File: src/sv/ptsc_pkg.sv
// ----------------------------------------------------------------------------
// ptsc_pkg
// Shared types and constants for the PWM tilt sensor conditioner: payload
// structs, register indexes, status codes and the controller/datapath link.
// ----------------------------------------------------------------------------
package ptsc_pkg;

  // Time and fixed-point geometry
  localparam int TIME_BITS  = 32;
  localparam int FRAC_BITS  = 16;
  localparam int ANGLE_BITS = 8 + FRAC_BITS;
  localparam int Q_SHIFT    = FRAC_BITS - 8;
  localparam int CFG_BITS   = 16;
  localparam int ALPHA_BITS = 16;

  // Divider geometry: product of gain and high time, quotient with one
  // guard bit above the angle range
  localparam int PROD_W    = ANGLE_BITS + TIME_BITS;
  localparam int QUO_W     = ANGLE_BITS + 1;
  localparam int DIV_CNT_W = $clog2(QUO_W);
  localparam int EPROD_W   = (ALPHA_BITS + 1) + (ANGLE_BITS + 1);

  localparam logic [ANGLE_BITS-1:0] ANGLE_MAX  = '1;
  localparam logic [ANGLE_BITS-1:0] EWMA_RESET = ANGLE_BITS'(88) << FRAC_BITS;

  // Operation codes
  localparam logic OP_PIN  = 1'b0;
  localparam logic OP_POLL = 1'b1;

  // Status codes
  localparam logic [2:0] STATUS_OK      = 3'd0;
  localparam logic [2:0] STATUS_BELOW   = 3'd1;
  localparam logic [2:0] STATUS_ABOVE   = 3'd2;
  localparam logic [2:0] STATUS_ZERO    = 3'd3;
  localparam logic [2:0] STATUS_TIMEOUT = 3'd4;

  // Configuration register indexes
  localparam int CFG_IDX_W = 3;
  localparam logic [CFG_IDX_W-1:0] CFG_ALPHA   = 3'd0;
  localparam logic [CFG_IDX_W-1:0] CFG_GAIN    = 3'd1;
  localparam logic [CFG_IDX_W-1:0] CFG_OFFSET  = 3'd2;
  localparam logic [CFG_IDX_W-1:0] CFG_LOWER   = 3'd3;
  localparam logic [CFG_IDX_W-1:0] CFG_UPPER   = 3'd4;
  localparam logic [CFG_IDX_W-1:0] CFG_TIMEOUT = 3'd5;

  // Input transaction
  typedef struct packed {
    logic                 op;
    logic                 pin_level;
    logic [TIME_BITS-1:0] tick_count;
    logic [TIME_BITS-1:0] now_ms;
  } in_item_t;

  // Result transaction
  typedef struct packed {
    logic [ANGLE_BITS-1:0] smoothed_angle;
    logic [ANGLE_BITS-1:0] current_angle;
    logic [2:0]            status;
    logic                  fresh_pulse;
  } out_item_t;

  // Controller to datapath commands
  typedef struct packed {
    logic pin_sample;
    logic start_poll;
    logic mul;
    logic dchk;
    logic div_step;
    logic ang;
    logic qual;
    logic emul;
    logic eadd;
    logic load_out;
  } ptsc_cmd_t;

  // Datapath to controller status
  typedef struct packed {
    logic pending;
    logic period_zero;
  } ptsc_sts_t;

endpackage

File: src/sv/ptsc_ctrl.sv
// ----------------------------------------------------------------------------
// ptsc_ctrl
// Sequencer: accepts transactions, steps a poll through multiply, divide,
// qualify and smoothing, and owns the result valid flag.
// ----------------------------------------------------------------------------
module ptsc_ctrl import ptsc_pkg::*; (
  input  logic      clk,
  input  logic      rst_n,
  input  logic      in_valid,
  input  logic      in_op,
  output logic      in_ready,
  output logic      out_valid,
  input  logic      out_ready,
  input  ptsc_sts_t sts,
  output ptsc_cmd_t cmd
);

  typedef enum logic [8:0] {
    ST_IDLE = 9'b000000001,
    ST_MUL  = 9'b000000010,
    ST_DCHK = 9'b000000100,
    ST_DIV  = 9'b000001000,
    ST_ANG  = 9'b000010000,
    ST_QUAL = 9'b000100000,
    ST_EMUL = 9'b001000000,
    ST_EADD = 9'b010000000,
    ST_WB   = 9'b100000000
  } state_t;

  state_t               state_r, state_nxt;
  logic [DIV_CNT_W-1:0] cnt_r, cnt_nxt;
  logic                 out_valid_r, out_valid_nxt;
  logic                 accept;
  logic                 slot_free;

  assign in_ready  = (state_r == ST_IDLE);
  assign out_valid = out_valid_r;
  assign accept    = in_valid && in_ready;
  assign slot_free = !out_valid_r || out_ready;

  // Next state and commands
  always_comb begin
    state_nxt = state_r;
    cnt_nxt   = cnt_r;
    cmd       = '0;
    case (state_r)
      ST_IDLE: begin
        if (accept) begin
          if (in_op == OP_POLL) begin
            cmd.start_poll = 1'b1;
            if (sts.pending && !sts.period_zero) state_nxt = ST_MUL;
            else state_nxt = ST_QUAL;
          end else begin
            cmd.pin_sample = 1'b1;
          end
        end
      end
      ST_MUL: begin
        cmd.mul   = 1'b1;
        state_nxt = ST_DCHK;
      end
      ST_DCHK: begin
        cmd.dchk  = 1'b1;
        cnt_nxt   = DIV_CNT_W'(QUO_W - 1);
        state_nxt = ST_DIV;
      end
      ST_DIV: begin
        cmd.div_step = 1'b1;
        cnt_nxt      = cnt_r - 1'b1;
        if (cnt_r == '0) state_nxt = ST_ANG;
      end
      ST_ANG: begin
        cmd.ang   = 1'b1;
        state_nxt = ST_QUAL;
      end
      ST_QUAL: begin
        cmd.qual  = 1'b1;
        state_nxt = ST_EMUL;
      end
      ST_EMUL: begin
        cmd.emul  = 1'b1;
        state_nxt = ST_EADD;
      end
      ST_EADD: begin
        cmd.eadd  = 1'b1;
        state_nxt = ST_WB;
      end
      ST_WB: begin
        if (slot_free) begin
          cmd.load_out = 1'b1;
          state_nxt    = ST_IDLE;
        end
      end
      default: begin
        state_nxt = ST_IDLE;
      end
    endcase
  end

  // Result valid flag
  always_comb begin
    out_valid_nxt = out_valid_r;
    if (out_valid_r && out_ready) out_valid_nxt = 1'b0;
    if (cmd.load_out) out_valid_nxt = 1'b1;
  end

  always_ff @(posedge clk) begin
    if (!rst_n) begin
      state_r     <= ST_IDLE;
      cnt_r       <= '0;
      out_valid_r <= 1'b0;
    end else begin
      state_r     <= state_nxt;
      cnt_r       <= cnt_nxt;
      out_valid_r <= out_valid_nxt;
    end
  end

  // Divider always runs the full quotient width
  a_div_start: assert property (@(posedge clk) disable iff (!rst_n)
    (state_r == ST_DCHK) |=> (state_r == ST_DIV && cnt_r == DIV_CNT_W'(QUO_W - 1)))
    else $error("divider did not start with full count");

  // A finished poll waits while the result slot is occupied
  a_wb_hold: assert property (@(posedge clk) disable iff (!rst_n)
    (state_r == ST_WB && out_valid_r && !out_ready) |=> (state_r == ST_WB))
    else $error("result overwritten while still pending");

  // Loading the result raises valid and frees the input side
  a_wb_done: assert property (@(posedge clk) disable iff (!rst_n)
    (state_r == ST_WB && slot_free) |=> (out_valid_r && state_r == ST_IDLE))
    else $error("result load did not complete");

endmodule

File: src/sv/ptsc_dp.sv
// ----------------------------------------------------------------------------
// ptsc_dp
// Datapath: configuration registers, pulse timing capture, gain multiply,
// restoring divider, qualification, EWMA update and result register.
// ----------------------------------------------------------------------------
module ptsc_dp import ptsc_pkg::*; (
  input  logic                 clk,
  input  logic                 rst_n,
  input  logic                 cfg_we,
  input  logic [CFG_IDX_W-1:0] cfg_index,
  input  logic [CFG_BITS-1:0]  cfg_wdata,
  input  in_item_t             in_data,
  input  ptsc_cmd_t            cmd,
  output ptsc_sts_t            sts,
  output out_item_t            out_data
);

  // Configuration
  logic [CFG_BITS-1:0] alpha_r, gain_r, offset_r, lower_r, upper_r, timeout_r;

  // Pulse capture state
  logic                 prev_level_r;
  logic [TIME_BITS-1:0] rise_stamp_r, period_r, high_r;
  logic                 pending_r;
  logic [TIME_BITS-1:0] last_pulse_ms_r;

  // Angle state
  logic [ANGLE_BITS-1:0] held_r, ewma_r;

  // Per-poll working registers
  logic [TIME_BITS-1:0]       now_r;
  logic                       fresh_r, zero_r, sat_r;
  logic [2:0]                 status_r;
  logic [PROD_W-1:0]          prod_r;
  logic [TIME_BITS-1:0]       rem_r;
  logic [QUO_W-1:0]           dvd_r, quo_r;
  logic signed [EPROD_W-1:0]  eprod_r;
  out_item_t                  out_data_r;

  // Scaled config values
  logic [ANGLE_BITS-1:0] gain_q, offset_q, lower_q, upper_q;
  assign gain_q   = ANGLE_BITS'(gain_r) << Q_SHIFT;
  assign offset_q = ANGLE_BITS'(offset_r) << Q_SHIFT;
  assign lower_q  = ANGLE_BITS'(lower_r) << Q_SHIFT;
  assign upper_q  = ANGLE_BITS'(upper_r) << Q_SHIFT;

  assign sts.pending     = pending_r;
  assign sts.period_zero = (period_r == '0);
  assign out_data        = out_data_r;

  // Divider step: shift in next dividend bit, compare, subtract
  logic [TIME_BITS:0]   div_t;
  logic                 div_ge;
  logic [TIME_BITS-1:0] div_rem;
  assign div_t   = {rem_r, dvd_r[QUO_W-1]};
  assign div_ge  = (div_t >= {1'b0, period_r});
  assign div_rem = div_ge ? TIME_BITS'(div_t - {1'b0, period_r}) : div_t[TIME_BITS-1:0];

  // Quotient beyond the guard bit means the angle saturates
  logic [PROD_W-QUO_W-1:0] prod_top;
  logic                    over;
  assign prod_top = prod_r[PROD_W-1:QUO_W];
  assign over     = ({1'b0, prod_top} >= (PROD_W - QUO_W + 1)'(period_r));

  // Offset plus quotient with saturation
  logic [ANGLE_BITS+1:0]  ang_sum;
  logic [ANGLE_BITS-1:0]  ang_val;
  assign ang_sum = (ANGLE_BITS + 2)'(offset_q) + (ANGLE_BITS + 2)'(quo_r);
  assign ang_val = (sat_r || ang_sum > (ANGLE_BITS + 2)'(ANGLE_MAX)) ?
                   ANGLE_MAX : ang_sum[ANGLE_BITS-1:0];

  // Qualification checks, in priority order
  logic [TIME_BITS-1:0] elapsed;
  logic [2:0]           qual_status;
  assign elapsed = now_r - last_pulse_ms_r;
  always_comb begin
    qual_status = STATUS_OK;
    if (zero_r) qual_status = STATUS_ZERO;
    else if (held_r < lower_q) qual_status = STATUS_BELOW;
    else if (held_r > upper_q) qual_status = STATUS_ABOVE;
    else if (elapsed > TIME_BITS'(timeout_r)) qual_status = STATUS_TIMEOUT;
  end

  // EWMA: ewma + round(alpha * (held - ewma) / 2^16)
  logic signed [ANGLE_BITS:0]   ewma_diff;
  logic signed [EPROD_W-1:0]    ewma_adj, ewma_sum;
  assign ewma_diff = signed'({1'b0, held_r}) - signed'({1'b0, ewma_r});
  assign ewma_adj  = (eprod_r + EPROD_W'(1 << (ALPHA_BITS - 1))) >>> ALPHA_BITS;
  assign ewma_sum  = ewma_adj + signed'(EPROD_W'(ewma_r));

  // Configuration writes
  always_ff @(posedge clk) begin
    if (!rst_n) begin
      alpha_r   <= CFG_BITS'(655);
      gain_r    <= CFG_BITS'(1536);
      offset_r  <= CFG_BITS'(22016);
      lower_r   <= CFG_BITS'(21248);
      upper_r   <= CFG_BITS'(24832);
      timeout_r <= CFG_BITS'(3000);
    end else if (cfg_we) begin
      case (cfg_index)
        CFG_ALPHA:   alpha_r   <= cfg_wdata;
        CFG_GAIN:    gain_r    <= cfg_wdata;
        CFG_OFFSET:  offset_r  <= cfg_wdata;
        CFG_LOWER:   lower_r   <= cfg_wdata;
        CFG_UPPER:   upper_r   <= cfg_wdata;
        CFG_TIMEOUT: timeout_r <= cfg_wdata;
        default: ;
      endcase
    end
  end

  // Architectural state
  always_ff @(posedge clk) begin
    if (!rst_n) begin
      prev_level_r    <= 1'b0;
      rise_stamp_r    <= '0;
      period_r        <= '0;
      high_r          <= '0;
      pending_r       <= 1'b0;
      last_pulse_ms_r <= '0;
      held_r          <= '0;
      ewma_r          <= EWMA_RESET;
    end else begin
      if (cmd.pin_sample && in_data.pin_level != prev_level_r) begin
        prev_level_r <= in_data.pin_level;
        if (in_data.pin_level) begin
          period_r     <= in_data.tick_count - rise_stamp_r;
          rise_stamp_r <= in_data.tick_count;
        end else begin
          high_r    <= in_data.tick_count - rise_stamp_r;
          pending_r <= 1'b1;
        end
      end
      if (cmd.start_poll && pending_r) begin
        pending_r       <= 1'b0;
        last_pulse_ms_r <= in_data.now_ms;
      end
      if (cmd.ang) held_r <= ang_val;
      if (cmd.qual && qual_status != STATUS_OK) held_r <= upper_q;
      if (cmd.eadd) ewma_r <= ewma_sum[ANGLE_BITS-1:0];
    end
  end

  // Working registers
  always_ff @(posedge clk) begin
    if (cmd.start_poll) begin
      now_r   <= in_data.now_ms;
      fresh_r <= pending_r;
      zero_r  <= pending_r && (period_r == '0);
    end
    if (cmd.mul) prod_r <= PROD_W'(gain_q) * PROD_W'(high_r);
    if (cmd.dchk) begin
      sat_r <= over;
      rem_r <= TIME_BITS'(prod_top);
      dvd_r <= prod_r[QUO_W-1:0];
      quo_r <= '0;
    end
    if (cmd.div_step) begin
      rem_r <= div_rem;
      dvd_r <= dvd_r << 1;
      quo_r <= {quo_r[QUO_W-2:0], div_ge};
    end
    if (cmd.qual) status_r <= qual_status;
    if (cmd.emul) eprod_r <= EPROD_W'(signed'({1'b0, alpha_r})) * EPROD_W'(ewma_diff);
    if (cmd.load_out) begin
      out_data_r.smoothed_angle <= ewma_r;
      out_data_r.current_angle  <= held_r;
      out_data_r.status         <= status_r;
      out_data_r.fresh_pulse    <= fresh_r;
    end
  end

  // A passing check leaves the held angle inside the limits
  a_ok_in_range: assert property (@(posedge clk) disable iff (!rst_n)
    cmd.qual |=> (status_r != STATUS_OK) || (held_r >= lower_q && held_r <= upper_q))
    else $error("status ok with angle outside limits");

  // Consuming a pulse stamps its poll time
  a_fresh_stamp: assert property (@(posedge clk) disable iff (!rst_n)
    (cmd.start_poll && pending_r) |=> (last_pulse_ms_r == $past(in_data.now_ms) && !pending_r))
    else $error("pulse consumption did not update time stamp");

endmodule

File: src/sv/pwm_tilt_sensor_conditioner.sv
// ----------------------------------------------------------------------------
// pwm_tilt_sensor_conditioner
// PWM duty-cycle tilt sensor: captures pulse period and high time, converts
// to an angle in Q8.16 degrees on poll, qualifies it and smooths it (EWMA).
//
//   channel  dir  handshake             payload
//   in_      in   in_valid / in_ready   in_item_t (op, pin_level, tick, now)
//   out_     out  out_valid / out_ready out_item_t (angles, status, fresh)
//   cfg_     in   cfg_we                cfg_index, cfg_wdata (16 bit)
//
// Pin samples complete in the cycle they are accepted; they give no result.
// A poll consuming a fresh pulse steps through multiply, the 25-step
// restoring divider, angle, qualify and the EWMA update, and holds the input
// side until its result is loaded; a poll without a new pulse, or whose
// pulse period is zero, goes straight to qualify and the EWMA update.
// One transaction is in work at a time; in_ready is high only while idle.
// A result waits in the output register; a finished poll stalls there until
// the register frees, while the input side is accepted again right after.
// Reset is synchronous, active low, and needs no clearing pass.
// ----------------------------------------------------------------------------
module pwm_tilt_sensor_conditioner import ptsc_pkg::*; (
  input  logic                 clk,
  input  logic                 rst_n,
  input  logic                 in_valid,
  output logic                 in_ready,
  input  in_item_t             in_data,
  output logic                 out_valid,
  input  logic                 out_ready,
  output out_item_t            out_data,
  input  logic                 cfg_we,
  input  logic [CFG_IDX_W-1:0] cfg_index,
  input  logic [CFG_BITS-1:0]  cfg_wdata
);

  ptsc_cmd_t cmd;
  ptsc_sts_t sts;

  // Sequencer
  ptsc_ctrl u_ctrl (
    .clk       (clk),
    .rst_n     (rst_n),
    .in_valid  (in_valid),
    .in_op     (in_data.op),
    .in_ready  (in_ready),
    .out_valid (out_valid),
    .out_ready (out_ready),
    .sts       (sts),
    .cmd       (cmd)
  );

  // Arithmetic and state
  ptsc_dp u_dp (
    .clk       (clk),
    .rst_n     (rst_n),
    .cfg_we    (cfg_we),
    .cfg_index (cfg_index),
    .cfg_wdata (cfg_wdata),
    .in_data   (in_data),
    .cmd       (cmd),
    .sts       (sts),
    .out_data  (out_data)
  );

endmodule
File: config.mk
export PLATFORM = sky130hd
export DESIGN_NAME = pwm_tilt_sensor_conditioner
export DESIGN_NICKNAME = d
export VERILOG_FILES = /design/src/sv/ptsc_pkg.sv /design/src/sv/ptsc_ctrl.sv /design/src/sv/ptsc_dp.sv /design/src/sv/pwm_tilt_sensor_conditioner.sv
export SDC_FILE = /design/constraint.sdc
export NUM_CORES = 2
export LEC_CHECK = 0
export BUFFER_PORTS_ARGS = -buffer_cell sky130_fd_sc_hd__buf_2
export CORE_MARGIN = 5
export CORE_UTILIZATION = 33
export CTS_CLUSTER_SIZE = 30
export DETAILED_ROUTE_END_ITERATION = 8
export GPL_TIMING_DRIVEN = 0
export HOLD_SLACK_MARGIN = 0.08
export PLACE_DENSITY = 0.57
export SLEW_MARGIN = 25
export SYNTH_ARGS = -nofsm -noshare
export SYNTH_HDL_FRONTEND = slang
export SYNTH_SLANG_ARGS = --single-unit
File: constraint.sdc
create_clock -name clk -period 16.3 [get_ports clk]
set_input_delay 2.445 -clock clk [delete_from_list [all_inputs] [get_ports clk]]
set_output_delay 2.445 -clock clk [all_outputs]
set_load 0.01 [all_outputs]
# == After elaboration in Yosys (flattened, before gate mapping) ==
# Cells that the tools add are included.
# classes
muxes,36
eq_ne,19
multipliers,2
magnitude_cmp,6
reduce_logical,30
n_addsub,8
bitwise,2
# ops
op,count
$mux 25,4
$mux 32,3
$sub 32x32->32,3
$pmux 9 s9,1
$mux 24,3
$mul 16x32->48,1
$add 40x17->40 const B,1
$mul 17x25->40,1
$mux 9,4
$ge 33x32->1,1
$ge 31x32->1,1
$gt 32x16->1,1
$logic_not 32->1,1
$add 24x25->26,1
$gt 26x24->1 const B,1
$sub 24x24->25,1
$add 24x24->24,1
$gt 24x24->1,1
$lt 24x24->1,1
$reduce_and 2->1,8
$mux 1,13
$mux 3,4
$pmux 5 s2,1
$eq 9x1->1 const B,1
other kinds (27),45
# word_totals
out_inout_bits,54
ff_bits,541
word_cells,136

# == Depth between registers and ports, before layout ==
# depth
ltp_word,9
depth_mapped,34
depth_no_buf,33

# == Hierarchy ==
# A second synthesis with hierarchy kept.
# unflattened
cells_unflattened,6473
area_unflattened_um2,57906.8
# modules_own_cells
mod,area_per_inst_um2,cells_each,seq_area_each_um2,n_inst
ptsc_dp,56934.6,6354,12602.1,1
ptsc_ctrl,972.2,119,300.3,1

# == Worst setup path before layout ==
# Ideal clock, no wire load.
# synth_path
path_type,register -> register
from,register u_dp.ewma_r[2]
to,"register u_dp.eprod_r[37], data pin"
arrival_time_ps,7993
setup_slack_ps,8145
setup_time_ps,162
path_stages_with_launch,33
period_less_slack_ps,8155
path_buffers,1
cell_sequence,dfxtp_1 -> inv_1 -> ha_1 -> nor2b_1 -> o31a_1 -> o211ai_1 -> a211o_1 -> nand4_1 -> a31oi_1 -> o21bai_1 -> a2111o_1 -> a21oi_1 -> clkbuf_1 -> and3b_1 -> fa_1 -> inv_1 -> fa_1 -> fa_1 -> inv_1 -> fa_1 -> fa_1 -> inv_1 -> fa_1 -> inv_1 -> ha_1 -> a21o_1 -> a21o_1 -> nor4_1 -> o31ai_1 -> a21oi_1 -> o21ai_0 -> a2111o_1 -> o2111ai_1
# synth_between
elab_chain_cells,2
# synth_lines
element,line_no,text
from (decl),ptsc_dp.sv:28,"logic [ANGLE_BITS-1:0] held_r, ewma_r;"
from (signal assigned),ptsc_dp.sv:141,if (cmd.eadd) ewma_r <= ewma_sum[ANGLE_BITS-1:0];
$sub 24x24->25,ptsc_dp.sv:87,"assign ewma_diff = signed'({1'b0, held_r}) - signed'({1'b0, ewma_r});"
$mul 17x25->40,ptsc_dp.sv:165,"if (cmd.emul) eprod_r <= EPROD_W'(signed'({1'b0, alpha_r})) * EPROD_W'(ewma_diff);"
to (signal assigned),ptsc_dp.sv:165,
to (decl),ptsc_dp.sv:37,logic signed [EPROD_W-1:0] eprod_r;
# No other way between the ends.
# A chain may end at the register's enable or synchronous reset.

# == Final worst setup path ==
# layout_path
from,register u_dp.held_r[0]
to,"register u_dp.eprod_r[37], data pin"
# layout_between
elab_chain_cells,2
# layout_lines
element,line_no,text
from (decl),ptsc_dp.sv:28,
from (signal assigned),ptsc_dp.sv:139,if (cmd.ang) held_r <= ang_val;
from (signal assigned),ptsc_dp.sv:140,if (cmd.qual && qual_status != STATUS_OK) held_r <= upper_q;
$sub 24x24->25,ptsc_dp.sv:87,
$mul 17x25->40,ptsc_dp.sv:165,
# No other way between the ends.

==> results_dict.tcl <==
set metrics [dict create \
    status "completed" \
    clock-root-buffer "clkbuf_16" \
    setup.worst_path.end "u_dp.eprod_r[37]" \
    total_power_uw 14000 \
    critPathMaxStageDelay_ns 0.78 \
    post-route-period-util_pct 64.6 \
    final.min_clock_period_ns 10.54 \
    vias 45904 \
    fillers 18097 \
    rrSetupSlack_ns 5.76 \
    rows 154 \
    ctsLongestPathBuffers 3 \
    finalHoldViolCount 0 \
    netlist.area_leader.share_pct 27.6 \
    chipWidth_um 430 \
    synth.largest_area_cell "fa_1" \
    start_util_pct 33.1 \
    synth.distinct_cells 84 \
    grt_overflow 0 \
    fin_nets 8069 \
    grt_pass1_wl_mm 289 \
    final_util_pct 36.4 \
    syn_to_final_growth_pct 10.0 \
    crit_start "u_dp.held_r[0]" \
    grt_max_degree 52 \
    setup_slack_ns 5.76 \
    post_drt_via_cell_ratio 5.02 \
    cts_buffers 58 \
    cp_slowest_cell "xor2_1" \
    tightest_slew_ns 1.15 \
    min_from "u_dp.status_r[2]" \
    ys.flop_type "dfxtp_1" \
    yosysSeqAreaShare_pct 22.2 \
    critPathKind "register to register" \
    fmax_mhz 94.9 \
    fin_cells 9140 \
    cts_setup_buffers 0 \
    reg2reg_to "u_dp.eprod_r[37]" \
    routedWlPerCell_um 20.7 \
    synth_edf_count 237 \
    syn_area_um2 58100 \
    start_kind "register" \
    finalSetupTns_ns 0 \
    cp.depth 33 \
    drt-initial-drc-count 2975 \
    die-area_um2 184000 \
    crit_buf_inv 5 \
    slew_headroom_pct 23.2 \
    antenna_found_initial 50 \
    place_ws_ns 5.88 \
    clock-sinks 526 \
    setup_viol 0 \
    dp_hpwl_mm 154 \
    syn_area_per_cell_um2 8.92 \
    post-synth-top-count-cell "nand2_1" \
    antenna_left 0 \
    cp.arrival_ns 11.02 \
    cts_resized 0 \
    drv_slew 0 \
    route.detailed.drc 0 \
    yosysWarningCount 0 \
    first_global_vias 47905 \
    drtPass1Iterations 6 \
    ctsHoldBuffers 0 \
    p_leak_uw 0.0268 \
    synth_seq_cells 526 \
    hold_path_class "register to register" \
    r2r_cells 33 \
    critPathCaptureType "register" \
    insertion_delay_ns 0.66 \
    async_flop_share_pct 0 \
    ir_drop_v 0.000488 \
    power.density_nw_per_um2 219 \
    cts_tree "yes" \
    fin_skew_ns 0.0366 \
    io_pins 144 \
    io_buffers 142 \
    die_h_um 430 \
    regToRegStartpoint "u_dp.held_r[0]" \
    worstPathRequired_ns 16.79 \
    maxCapViolations 0 \
    core_um2 176000 \
    htree_levels 2 \
    gr-usage-all-layers_pct 20.3 \
    synth_cells 6512 \
    layout-drive-gt1-share_pct 4.58 \
    yosys-top-cells-area "fa_1 28%, edfxtp_1 12%, dfxtp_1 10%" \
    cpMostUsedCell "fa_1" \
    dp_cells 9004 \
    rsz0062_at_grt "no" \
    place_congestion 0.931 \
    synthTopCellsByCount "1208 x nand2_1, 1077 x inv_1, 801 x fa_1, 454 x ha_1, 398 x a21oi_1" \
    crit_fanout 10 \
    crit_family "adder cells" \
    synthesis.nets 7857 \
    drt_wl_total_mm 189 \
    path_clk_slew_ns 0.06 \
]
[worst register-to-register path: cells and delay by family, from the launching register on]
kind | cells | cell delay, ns
xor gates and xnor gates | 1 | 0.78
adders and majority gates | 9 | 4.04
and+or+nand+nor | 4 | 0.57
buffers and inverters | 5 | 0.92
DFF | 1 | 0.45
AOI/OAI and AO/OA | 14 | 3.61
[final cells by class]
| type | instances | area, µm² | share of cell area, % |
|---|---|---|---|
| diodes | 27 | 67.6 | 0.106 |
| repair buffers | 152 | 858 | 1.34 |
| flip-flops and latches | 526 | 12900 | 20.2 |
| inverters | 1078 | 4050 | 6.34 |
| plain buffers | 283 | 1100 | 1.73 |
| multi-input cells | 4625 | 40100 | 62.7 |
| clock inverters | 31 | 305 | 0.478 |
| well taps | 2340 | 2930 | 4.58 |
| clock buffers | 78 | 1600 | 2.50 |
[where the power goes]
group,internal [µW],leakage [µW],switching [µW]
logic,4250,0.0213,6410
clock network,745,0.000931,598
registers,1950,0.00463,69.8
total,6940,0.0268,7070
[worst min path at each step]
stage,cells after the start,to
after CTS,0,u_dp.out_data[0]
after detailed placement,0,u_dp.out_data[3]
after floorplan,0,u_dp.out_data[0]
final,0,u_dp.out_data[3]
after global placement,0,u_dp.out_data[2]
after global routing,0,u_dp.out_data[0]
[layout by cell type, fill, tap and decap left out, types with 45 or more instances in the layout]
master,instances
ha_1,454
dfxtp_1,289
nor2_1,184
nand3_1,80
nor2b_1,49
o21a_1,45
a21oi_1,398
nor3_1,57
a21o_1,99
clkbuf_1,284
o21ai_0,140
edfxtp_1,237
fa_1,801
xor2_1,56
xnor2_1,157
o211ai_1,46
nand2_1,1208
and2_1,342
buf_2,143
clkbuf_16,58
mux2i_1,50
inv_1,1075
[registers in the layout, indices dropped and copies added (netlist names), 17 cells and up]
name	cells
u_dp.period_r	32
u_dp.high_r	32
u_dp.last_pulse_ms_r	32
u_dp.eprod_r	25
u_dp.prod_r	48
u_dp.dvd_r	17
u_dp.ewma_r	24
u_dp.held_r	24
u_dp.quo_r	25
u_dp.rem_r	32
u_dp.out_data	52
u_dp.rise_stamp_r	32
u_dp.now_r	32
[through the flow]
stage               hold WS [ns]  area, µm²
floorplan                  0.400      58100
global placement           0.405      61700
detailed placement         0.407      61900
CTS                        0.415      63800
global route               0.415      63900
finish                     0.414      63900
[metal layers]
| metal | routed length (µm) | share of wire [%] | GRT usage [%] |
|---|---|---|---|
| met1 | 77300 | 41 | 25.9 |
| met2 | 89200 | 47 | 34.1 |
| met3 | 11500 | 6.1 | 2.52 |
| met4 | 10700 | 5.7 | 9.84 |
| met5 | 37 | 0.020 | 0 |
[cell families after synthesis]
logic type | after synthesis | share of synthesized area, %
AOI/OAI and AO/OA | 941 | 10.1
and+or+nand+nor | 2161 | 17.2
DFF | 526 | 22.2
buffers and inverters | 1361 | 8.87
adders and majority gates | 1255 | 37.4
xor gates and xnor gates | 214 | 3.23
muxes | 54 | 0.939
Note: power is estimated with default switching activity, not from simulation.
